[config.mk]
export PLATFORM = sky130hd
export DESIGN_NAME = block_fit_allocator_core
export DESIGN_NICKNAME = d
export VERILOG_FILES = /design/src/rtl/bfa_pkg.sv /design/src/rtl/block_fit_allocator_core.sv /design/src/rtl/bfa_table.sv /design/src/rtl/bfa_ctrl.sv
export SDC_FILE = /design/constraint.sdc
export NUM_CORES = 1
export LEC_CHECK = 0
export BUFFER_PORTS_ARGS = -buffer_cell sky130_fd_sc_hd__buf_2
export CAP_MARGIN = 10
export CORE_MARGIN = 1.5
export CORE_UTILIZATION = 56
export CTS_CLUSTER_DIAMETER = 50
export DETAILED_ROUTE_END_ITERATION = 7
export PLACE_DENSITY = 0.75
export SETUP_SLACK_MARGIN = 0.2
export SYNTH_ARGS = -nofsm -noshare
export SYNTH_HDL_FRONTEND = slang
export SYNTH_SLANG_ARGS = --single-unit
[constraint.sdc]
create_clock -name clk -period 3.2 [get_ports clk]
set_input_delay 0.16 -clock clk [delete_from_list [all_inputs] [get_ports clk]]
set_output_delay 0.16 -clock clk [all_outputs]
set_load 0.005 [all_outputs]
[src/rtl/bfa_pkg.sv]
// Shared package of the block fit allocator: default sizes, sum limits,
// placement policy, configuration register codes and sequencer states. No dependencies.
package bfa_pkg;

	// Default table depth and free-size width
	localparam int unsigned DEF_BLOCKS     = 16;
	localparam int unsigned DEF_SIZE_WIDTH = 16;

	// Running total of granted sizes saturates at this value
	localparam int unsigned SUM_W   = 20;
	localparam int unsigned SUM_MAX = 1048575;

	// Placement policy held in the fit_policy register
	typedef enum logic [1:0] {
		POL_BEST  = 2'd0,
		POL_FIRST = 2'd1,
		POL_NEXT  = 2'd2,
		POL_WORST = 2'd3
	} policy_t;

	// Configuration register indexes
	typedef enum logic [0:0] {
		CFG_FIT_POLICY    = 1'b0,
		CFG_BLOCKS_IN_USE = 1'b1
	} cfg_reg_t;

	// Sequencer states, one-hot
	typedef enum logic [3:0] {
		ST_IDLE   = 4'b0001,
		ST_SCAN   = 4'b0010,
		ST_DRAIN  = 4'b0100,
		ST_COMMIT = 4'b1000
	} state_t;

endpackage

[src/rtl/block_fit_allocator_core.sv]
// Block fit allocator: a load goes straight to the commit; no new item is taken until it.
// A request scans m active blocks through the single table read port, one per
// cycle, then drains the last read and commits; a commit waits for a free output slot.
// A waiting result sits in the output register while the next item is accepted.
// Reset clears the sequencer, total, rover and registers (policy best fit,
// all blocks in use); table contents stay undefined until loaded.
module block_fit_allocator_core
	import bfa_pkg::*;
#(
	parameter int unsigned BLOCKS     = DEF_BLOCKS,
	parameter int unsigned SIZE_WIDTH = DEF_SIZE_WIDTH,
	localparam int unsigned IDX_W     = $clog2(BLOCKS),
	localparam int unsigned CNT_W     = $clog2(BLOCKS + 1)
) (
	input  logic                  clk,
	input  logic                  arst_n,
	// configuration write channel
	input  logic                  cfg_valid,
	output logic                  cfg_ready,
	input  logic [0:0]            cfg_index,
	input  logic [CNT_W-1:0]      cfg_data,
	// input items
	input  logic                  in_valid,
	output logic                  in_stall,
	input  logic                  kind,
	input  logic [IDX_W-1:0]      block_number,
	input  logic [SIZE_WIDTH-1:0] size_value,
	input  logic                  last_request,
	// result items
	output logic                  out_valid,
	input  logic                  out_stall,
	output logic                  granted,
	output logic [IDX_W-1:0]      chosen_block,
	output logic [SIZE_WIDTH-1:0] space_left,
	output logic [SUM_W-1:0]      total_used
);

	policy_t               policy_q;
	logic [CNT_W-1:0]      count_q;
	logic                  out_valid_q;
	logic                  slot_free;
	logic                  rd_en, wr_en;
	logic [IDX_W-1:0]      rd_addr, wr_addr;
	logic [SIZE_WIDTH-1:0] rd_data, wr_data;
	logic                  res_valid, res_granted;
	logic [IDX_W-1:0]      res_block;
	logic [SIZE_WIDTH-1:0] res_left;
	logic [SUM_W-1:0]      res_total;

	assign cfg_ready = 1'b1;

	// Configuration registers
	always_ff @(posedge clk or negedge arst_n) begin
		if (!arst_n) begin
			policy_q <= POL_BEST;
			count_q  <= CNT_W'(BLOCKS);
		end else if (cfg_valid && cfg_ready) begin
			unique case (cfg_reg_t'(cfg_index))
				CFG_FIT_POLICY:    policy_q <= policy_t'(cfg_data[1:0]);
				CFG_BLOCKS_IN_USE: count_q  <= cfg_data;
				default:           ;
			endcase
		end
	end

	bfa_table #(
		.DEPTH (BLOCKS),
		.WIDTH (SIZE_WIDTH)
	) u_table (
		.clk     (clk),
		.rd_en   (rd_en),
		.rd_addr (rd_addr),
		.rd_data (rd_data),
		.wr_en   (wr_en),
		.wr_addr (wr_addr),
		.wr_data (wr_data)
	);

	bfa_ctrl #(
		.BLOCKS     (BLOCKS),
		.SIZE_WIDTH (SIZE_WIDTH)
	) u_ctrl (
		.clk           (clk),
		.arst_n        (arst_n),
		.policy        (policy_q),
		.blocks_in_use (count_q),
		.in_valid      (in_valid),
		.in_stall      (in_stall),
		.kind          (kind),
		.block_number  (block_number),
		.size_value    (size_value),
		.last_request  (last_request),
		.rd_en         (rd_en),
		.rd_addr       (rd_addr),
		.rd_data       (rd_data),
		.wr_en         (wr_en),
		.wr_addr       (wr_addr),
		.wr_data       (wr_data),
		.slot_free     (slot_free),
		.res_valid     (res_valid),
		.res_granted   (res_granted),
		.res_block     (res_block),
		.res_left      (res_left),
		.res_total     (res_total)
	);

	// Output register: free when empty or being taken
	assign slot_free = !out_valid_q || !out_stall;

	always_ff @(posedge clk or negedge arst_n) begin
		if (!arst_n) begin
			out_valid_q <= 1'b0;
		end else if (res_valid) begin
			out_valid_q <= 1'b1;
		end else if (!out_stall) begin
			out_valid_q <= 1'b0;
		end
	end

	// Hold the result payload until taken
	always_ff @(posedge clk) begin
		if (res_valid) begin
			granted      <= res_granted;
			chosen_block <= res_block;
			space_left   <= res_left;
			total_used   <= res_total;
		end
	end

	assign out_valid = out_valid_q;

	// A commit never overwrites a result still waiting
	a_commit_slot: assert property (@(posedge clk) disable iff (!arst_n)
		res_valid |-> slot_free)
		else $error("result committed into a full output register");

	// After a commit the block takes the next item
	a_commit_idle: assert property (@(posedge clk) disable iff (!arst_n)
		res_valid |=> !in_stall)
		else $error("block not ready after commit");

	// An accepted item keeps the block busy in the next cycle
	a_accept_busy: assert property (@(posedge clk) disable iff (!arst_n)
		(in_valid && !in_stall) |=> in_stall)
		else $error("block ready right after accepting an item");

endmodule

[src/rtl/bfa_table.sv]
// Free-space table of the block fit allocator: one write port and one read
// port with registered read data. Depends on nothing.
module bfa_table #(
	parameter int unsigned DEPTH = 16,
	parameter int unsigned WIDTH = 16,
	localparam int unsigned AW   = $clog2(DEPTH)
) (
	input  logic             clk,
	input  logic             rd_en,
	input  logic [AW-1:0]    rd_addr,
	output logic [WIDTH-1:0] rd_data,
	input  logic             wr_en,
	input  logic [AW-1:0]    wr_addr,
	input  logic [WIDTH-1:0] wr_data
);

	logic [WIDTH-1:0] mem [DEPTH];

	// Write one entry
	always_ff @(posedge clk) begin
		if (wr_en) begin
			mem[wr_addr] <= wr_data;
		end
	end

	// Read one entry, data valid the next cycle
	always_ff @(posedge clk) begin
		if (rd_en) begin
			rd_data <= mem[rd_addr];
		end
	end

endmodule

[src/rtl/bfa_ctrl.sv]
// Sequencer of the block fit allocator: for a request scans the free-space table one entry
// a cycle, picks a block by policy and commits the update; a load commits directly. Uses bfa_pkg.
module bfa_ctrl
	import bfa_pkg::*;
#(
	parameter int unsigned BLOCKS     = DEF_BLOCKS,
	parameter int unsigned SIZE_WIDTH = DEF_SIZE_WIDTH,
	localparam int unsigned IDX_W     = $clog2(BLOCKS),
	localparam int unsigned CNT_W     = $clog2(BLOCKS + 1)
) (
	input  logic                  clk,
	input  logic                  arst_n,
	// configuration
	input  policy_t               policy,
	input  logic [CNT_W-1:0]      blocks_in_use,
	// input items
	input  logic                  in_valid,
	output logic                  in_stall,
	input  logic                  kind,
	input  logic [IDX_W-1:0]      block_number,
	input  logic [SIZE_WIDTH-1:0] size_value,
	input  logic                  last_request,
	// table ports
	output logic                  rd_en,
	output logic [IDX_W-1:0]      rd_addr,
	input  logic [SIZE_WIDTH-1:0] rd_data,
	output logic                  wr_en,
	output logic [IDX_W-1:0]      wr_addr,
	output logic [SIZE_WIDTH-1:0] wr_data,
	// result toward the output register
	input  logic                  slot_free,
	output logic                  res_valid,
	output logic                  res_granted,
	output logic [IDX_W-1:0]      res_block,
	output logic [SIZE_WIDTH-1:0] res_left,
	output logic [SUM_W-1:0]      res_total
);

	localparam int unsigned ADD_W = ((SUM_W > SIZE_WIDTH) ? SUM_W : SIZE_WIDTH) + 1;

	state_t                state_q, state_d;
	logic                  kind_q, last_q;
	logic [IDX_W-1:0]      bnum_q;
	logic [SIZE_WIDTH-1:0] size_q;
	logic [CNT_W-1:0]      cnt_q;
	logic [IDX_W-1:0]      addr_q;
	logic                  vld_s1;
	logic [IDX_W-1:0]      addr_s1;
	logic                  found_q;
	logic [IDX_W-1:0]      sel_q;
	logic [SIZE_WIDTH-1:0] selval_q;
	logic [IDX_W-1:0]      rover_q;
	logic [SUM_W-1:0]      used_q;

	logic [CNT_W-1:0]      m_cnt;
	logic [IDX_W-1:0]      start_addr;
	logic                  accept, scan_last, addr_wrap, take, bnum_ok, commit;
	logic [ADD_W-1:0]      sum_wide;
	logic [SUM_W-1:0]      sum_sat;

	// Clamp the active block count to one..BLOCKS
	always_comb begin
		if (blocks_in_use == '0) begin
			m_cnt = CNT_W'(1);
		end else if (blocks_in_use > CNT_W'(BLOCKS)) begin
			m_cnt = CNT_W'(BLOCKS);
		end else begin
			m_cnt = blocks_in_use;
		end
	end

	// Next fit starts at the rover when it lies inside the active blocks
	assign start_addr = (policy == POL_NEXT && CNT_W'(rover_q) < m_cnt) ? rover_q : '0;

	assign in_stall  = (state_q != ST_IDLE);
	assign accept    = in_valid && (state_q == ST_IDLE);
	assign scan_last = (cnt_q == m_cnt - CNT_W'(1));
	assign addr_wrap = (CNT_W'(addr_q) == m_cnt - CNT_W'(1));
	assign bnum_ok   = ((IDX_W + 1)'(bnum_q) < (IDX_W + 1)'(BLOCKS));
	assign commit    = (state_q == ST_COMMIT) && slot_free;

	// Issue one table read per scan cycle
	assign rd_en   = (state_q == ST_SCAN);
	assign rd_addr = addr_q;

	// Compare a returned entry against the current pick
	assign take = vld_s1 && (rd_data >= size_q) &&
		(!found_q ||
		 (policy == POL_BEST  && rd_data < selval_q) ||
		 (policy == POL_WORST && rd_data > selval_q));

	// Saturating running total
	assign sum_wide = ADD_W'(used_q) + ADD_W'(size_q);
	assign sum_sat  = (sum_wide > ADD_W'(SUM_MAX)) ? SUM_W'(SUM_MAX) : SUM_W'(sum_wide);

	// Commit: write back and build the result
	always_comb begin
		res_valid   = commit;
		res_granted = 1'b0;
		res_block   = '0;
		res_left    = '0;
		res_total   = used_q;
		wr_en       = 1'b0;
		wr_addr     = '0;
		wr_data     = '0;
		if (!kind_q) begin
			res_block = bnum_q;
			wr_en     = commit && bnum_ok;
			wr_addr   = bnum_q;
			wr_data   = size_q;
			if (bnum_ok) begin
				res_left = size_q;
			end
		end else if (found_q) begin
			res_granted = 1'b1;
			res_block   = sel_q;
			res_left    = selval_q - size_q;
			res_total   = sum_sat;
			wr_en       = commit;
			wr_addr     = sel_q;
			wr_data     = selval_q - size_q;
		end
	end

	// Next state
	always_comb begin
		state_d = state_q;
		unique case (state_q)
			ST_IDLE: begin
				if (accept) begin
					state_d = in_valid && kind ? ST_SCAN : ST_COMMIT;
				end
			end
			ST_SCAN: begin
				if (scan_last) begin
					state_d = ST_DRAIN;
				end
			end
			ST_DRAIN:  state_d = ST_COMMIT;
			ST_COMMIT: begin
				if (slot_free) begin
					state_d = ST_IDLE;
				end
			end
			default:   state_d = ST_IDLE;
		endcase
	end

	// Control registers
	always_ff @(posedge clk or negedge arst_n) begin
		if (!arst_n) begin
			state_q <= ST_IDLE;
			vld_s1  <= 1'b0;
			found_q <= 1'b0;
			rover_q <= '0;
			used_q  <= '0;
		end else begin
			state_q <= state_d;
			vld_s1  <= (state_q == ST_SCAN);
			if (accept) begin
				found_q <= 1'b0;
			end else if (take) begin
				found_q <= 1'b1;
			end
			if (commit) begin
				if (last_q) begin
					rover_q <= '0;
					used_q  <= '0;
				end else begin
					used_q <= res_total;
					if (res_granted) begin
						rover_q <= sel_q;
					end
				end
			end
		end
	end

	// Item and scan payload
	always_ff @(posedge clk) begin
		addr_s1 <= addr_q;
		if (accept) begin
			kind_q <= kind;
			bnum_q <= block_number;
			size_q <= size_value;
			last_q <= last_request;
			cnt_q  <= '0;
			addr_q <= start_addr;
		end else if (state_q == ST_SCAN) begin
			cnt_q  <= cnt_q + CNT_W'(1);
			addr_q <= addr_wrap ? '0 : addr_q + IDX_W'(1);
		end
		if (take) begin
			sel_q    <= addr_s1;
			selval_q <= rd_data;
		end
	end

endmodule
==> impl_results.rst <==
.. list-table::
   :header-rows: 1

   * - Metric
     - Value
   * - Clock root cell
     - clkbuf_16
   * - Startpoint type of the worst setup path
     - register
   * - Post-synth EDFFs
     - 359
   * - Maximum buffer depth of the clock tree
     - 3
   * - Global-route wire length before repair
     - 62,200 microns
   * - Critical Path Max Stage Delay
     - 0.40 ns
   * - Total length of routed wires
     - 41,100 microns
   * - Leakage power summed over all cells
     - 7.82 nW
   * - Final period demand of the worst path
     - 3.14 ns
   * - Worst path setup slack after routing
     - 0.0610 ns
   * - Worst vdd rail ir drop
     - 0.493 mV
   * - Max_cap viols
     - 0
   * - Fraction of the yosys area taken by sequential cells
     - 0.674
   * - Synthesized netlist net count
     - 1,151
   * - Initial standard-cell utilization of the core
     - 0.573
   * - Clock latency on the worst-skew pair
     - 0.54 ns
   * - ANT cells
     - 0
   * - Detailed-route wire length on metal 1
     - 16,400 microns
   * - Routed met2 length
     - 20,700 microns
   * - Area inside the core boundary
     - 30,800 sq um
   * - Overall power after layout
     - 16.6 mW
   * - Routed met3 length
     - 2720 microns
   * - Flip-flop and latch count after synthesis
     - 406
   * - Share of flip-flops with an asynchronous set or reset
     - 0.0936
   * - Final count of pins violating max slew
     - 0
   * - Net count reported at finish
     - 1,351
   * - Actual transition at the worst max-transition pin
     - 1.26 ns
   * - Final setup TNS
     - 0 ns
   * - Core Rows
     - 64
   * - Clock transition at the registers of the reported paths
     - 0.06 ns
   * - DRC Markers
     - 0
   * - Setup repair after global routing missed its margin
     - yes
   * - Post-Synthesis Mean Instance Area
     - 16.9 sq um
   * - Setup Skew
     - 0.0230 ns
   * - Final Cell Area
     - 21,100 sq um
   * - Synthesis Warnings
     - 0
   * - Final weighted congestion in routability-driven placement
     - 0.890
   * - Routed length per placed instance
     - 24.5 microns
   * - Violation count after the first detailed-routing iteration
     - 919
   * - Leading register cell type out of synthesis
     - edfxtp_1
   * - Detailed-routing iteration count for the pre-antenna-repair pass
     - 5
   * - Maximum number of pins on one net before global-route repair
     - 70
   * - Area enclosed by the die boundary
     - 32,600 sq um
   * - Worst max-slew margin expressed relative to the limit
     - 0.156
   * - Most common library cell in the layout ignoring fill and taps
     - edfxtp_1
   * - Final-layout fill cell count
     - 1,925
   * - Top Layer Used
     - met4
   * - Average via count per standard cell
     - 6.19
   * - Vias in the first global route
     - 10,499
   * - Fin. Hold Viols
     - 0
   * - Cell area after placement
     - 18,900 sq um
   * - Number of sinks driven by the clock tree
     - 406
   * - Horizontal die dimension
     - 181 microns
   * - Clock tree from TritonCTS
     - yes
   * - Data arrival time of the critical path
     - 3.41 ns
   * - HPWL after detailed placement
     - 25,300 microns
   * - Clock H-tree levels
     - 2
   * - Cell mode on critical path
     - buf_4
   * - Number of CTS-inserted buffers
     - 43
   * - Top-Level Pins
     - 77
   * - Antenna Nets Post-Route
     - 0
   * - CP max stage cell
     - edfxtp_1
   * - Antenna violations before repair
     - 1
   * - Kind of path behind the tightest hold check
     - input port to register
   * - Critical path, cell by cell
     - inv_1, ha_2, inv_2, fa_2, a211oi_2, o21bai_2, a31oi_2, o21ai_2, buf_4, o41ai_4, buf_4, o21ai_4, xor2_4, a22o_4
   * - Vias after detailed routing
     - 10,382
   * - CP Max Fanout
     - 8
   * - Total global routing overflow
     - 0
   * - Setup CP Type
     - register to register
   * - Area growth from synthesis to final layout
     - 19.2%
   * - Place WS
     - -0.232 ns
   * - Tot GR Track Use
     - 0.255
   * - Highest clock rate
     - 319 MHz
   * - Fraction of final layout cells sized beyond drive strength 1
     - 0.294
   * - Final worst-path cycle share
     - 0.981
   * - Data required, critical path
     - 3.48 ns
   * - Count of different cell masters after synthesis
     - 80
   * - Pwr per Cell Area
     - 787 nW/um^2
   * - Count of final setup violators
     - 0
   * - Element type at the critical path end
     - register
   * - Vertical extent of the die
     - 181 microns
   * - Number of input and output port buffers inserted
     - 75
   * - Cell area after technology mapping
     - 17,700 sq um
   * - Highest-count cells in the layout ignoring fill and taps
     - edfxtp_1 (359), mux4_2 (80), buf_2 (75)
   * - Post-synthesis instance total
     - 1,047
   * - Run status
     - finished clean
[area by class of cell]
cell class,count,area [sq um],area share
clock buffers,54,1150,0.0546
flip-flops and latches,406,11900,0.566
clock inverters,25,195,0.00927
inverters,52,195,0.00927
multi-input cells,554,5670,0.269
repair buffers,190,1430,0.0681
well taps,396,495,0.0235
[report_power, final]
group,total (mW),internal [mW],switching (mW),leakage [nW]
Combinational,4.88,2.27,2.61,3.31
Sequential,6.99,6.63,0.361,3.85
Clock,4.70,2.72,1.98,0.655
[path summary, 6_finish.rpt]
kind                                           end          startpoint  cells past startpoint  slack, ns
worst max-delay path            u_table.mem[9][14]  u_ctrl.selval_q[0]                     14       0.06
worst min-delay path                    count_q[1]           cfg_valid                      3       0.13
worst max register to register  u_table.mem[9][14]  u_ctrl.selval_q[0]                     14       0.06
worst min register to register     u_ctrl.sel_q[0]   u_ctrl.addr_s1[0]                      0       0.41
max in group asynchronous        u_ctrl.used_q[15]              arst_n                      2       2.30
min in group asynchronous        u_ctrl.state_q[3]              arst_n                      2       0.31
[sequential cells by signal, indices dropped and copies added, names as in the netlist, 5 cells and up]
register / flops
u_table.mem: 256
total_used: 20
u_ctrl.used_q: 20
space_left: 16
u_ctrl.selval_q: 16
u_ctrl.size_q: 16
u_table.rd_data: 16
count_q: 5
u_ctrl.cnt_q: 5
[cells by family after synthesis]
group                    share of synthesized area
buffers and inverters                       0.0215
other                                     0.000212
AND/OR/NAND/NOR                             0.0445
multiplexers                                 0.108
flip-flops                                   0.674
XOR/XNOR                                    0.0203
adder cells (fa/ha/maj)                     0.0511
AO/OA/AOI/OAI                               0.0797
[Yosys cell counts, types with 4 or more instances]
| library cell | n | area [sq um] |
|---|---|---|
| inv_1 | 52 | 195 |
| a22o_1 | 11 | 96.3 |
| o21bai_1 | 5 | 37.5 |
| a21oi_1 | 39 | 195 |
| a21o_1 | 13 | 97.6 |
| nor2b_1 | 11 | 68.8 |
| nand2_1 | 36 | 135 |
| nand2b_1 | 6 | 37.5 |
| o21a_1 | 7 | 52.6 |
| mux2_2 | 8 | 90.1 |
| nand4_1 | 9 | 56.3 |
| nand3_1 | 13 | 65.1 |
| ha_1 | 69 | 863 |
| mux4_2 | 80 | 1800 |
| xor2_1 | 19 | 166 |
| buf_1 | 5 | 18.8 |
| dfxtp_1 | 9 | 180 |
| o221a_2 | 13 | 146 |
| xnor2_1 | 22 | 193 |
| or3_1 | 5 | 31.3 |
| clkbuf_1 | 19 | 71.3 |
| nor3_1 | 12 | 60.1 |
| a31oi_1 | 8 | 50.1 |
| and3_1 | 4 | 25.0 |
| o21ai_0 | 23 | 115 |
| nor2_1 | 47 | 176 |
| dfrtp_1 | 36 | 901 |
| edfxtp_1 | 359 | 10800 |
| o22ai_1 | 12 | 75.1 |
| o211ai_1 | 4 | 30.0 |
| o22a_1 | 14 | 123 |
| buf_2 | 9 | 45.0 |
[what timing repair did]
item,4_1_cts,5_1_grt
setup endpoints to repair,118,126
hold buffers,31,0
setup buffers,11,4
resized for setup,21,44
gates cloned,3,2
pin swaps,3,7
endpoints found under the hold margin,69,0
[through the flow]
step / hold slack (ns) / std cells / utilization
3_5_place_dp: 0.339 / 1546 / 0.614
5_1_grt: 0.139 / 1677 / 0.683
6_report: 0.133 / 1677 / 0.683
3_3_place_gp: 0.338 / 1546 / 0.614
4_1_cts: 0.0987 / 1670 / 0.675
2_1_floorplan: -0.136 / 1047 / -
[metal layers]
metal / up-vias / global-route usage
met5: - / 0
met4: 0 / 0.0941
met3: 82 / 0.0404
met2: 444 / 0.431
met1: 5273 / 0.336
li1: 4583 / -
[worst max-delay path: cells and delay by family, from the launching register on]
kind	cells	cell delay [ns]
adders and majority gates	2	0.56
buffers and inverters	4	0.45
AOI/OAI and AO/OA	7	1.30
xor gates and xnor gates	1	0.19
DFF	1	0.40
(Power assumes the default switching activity.)
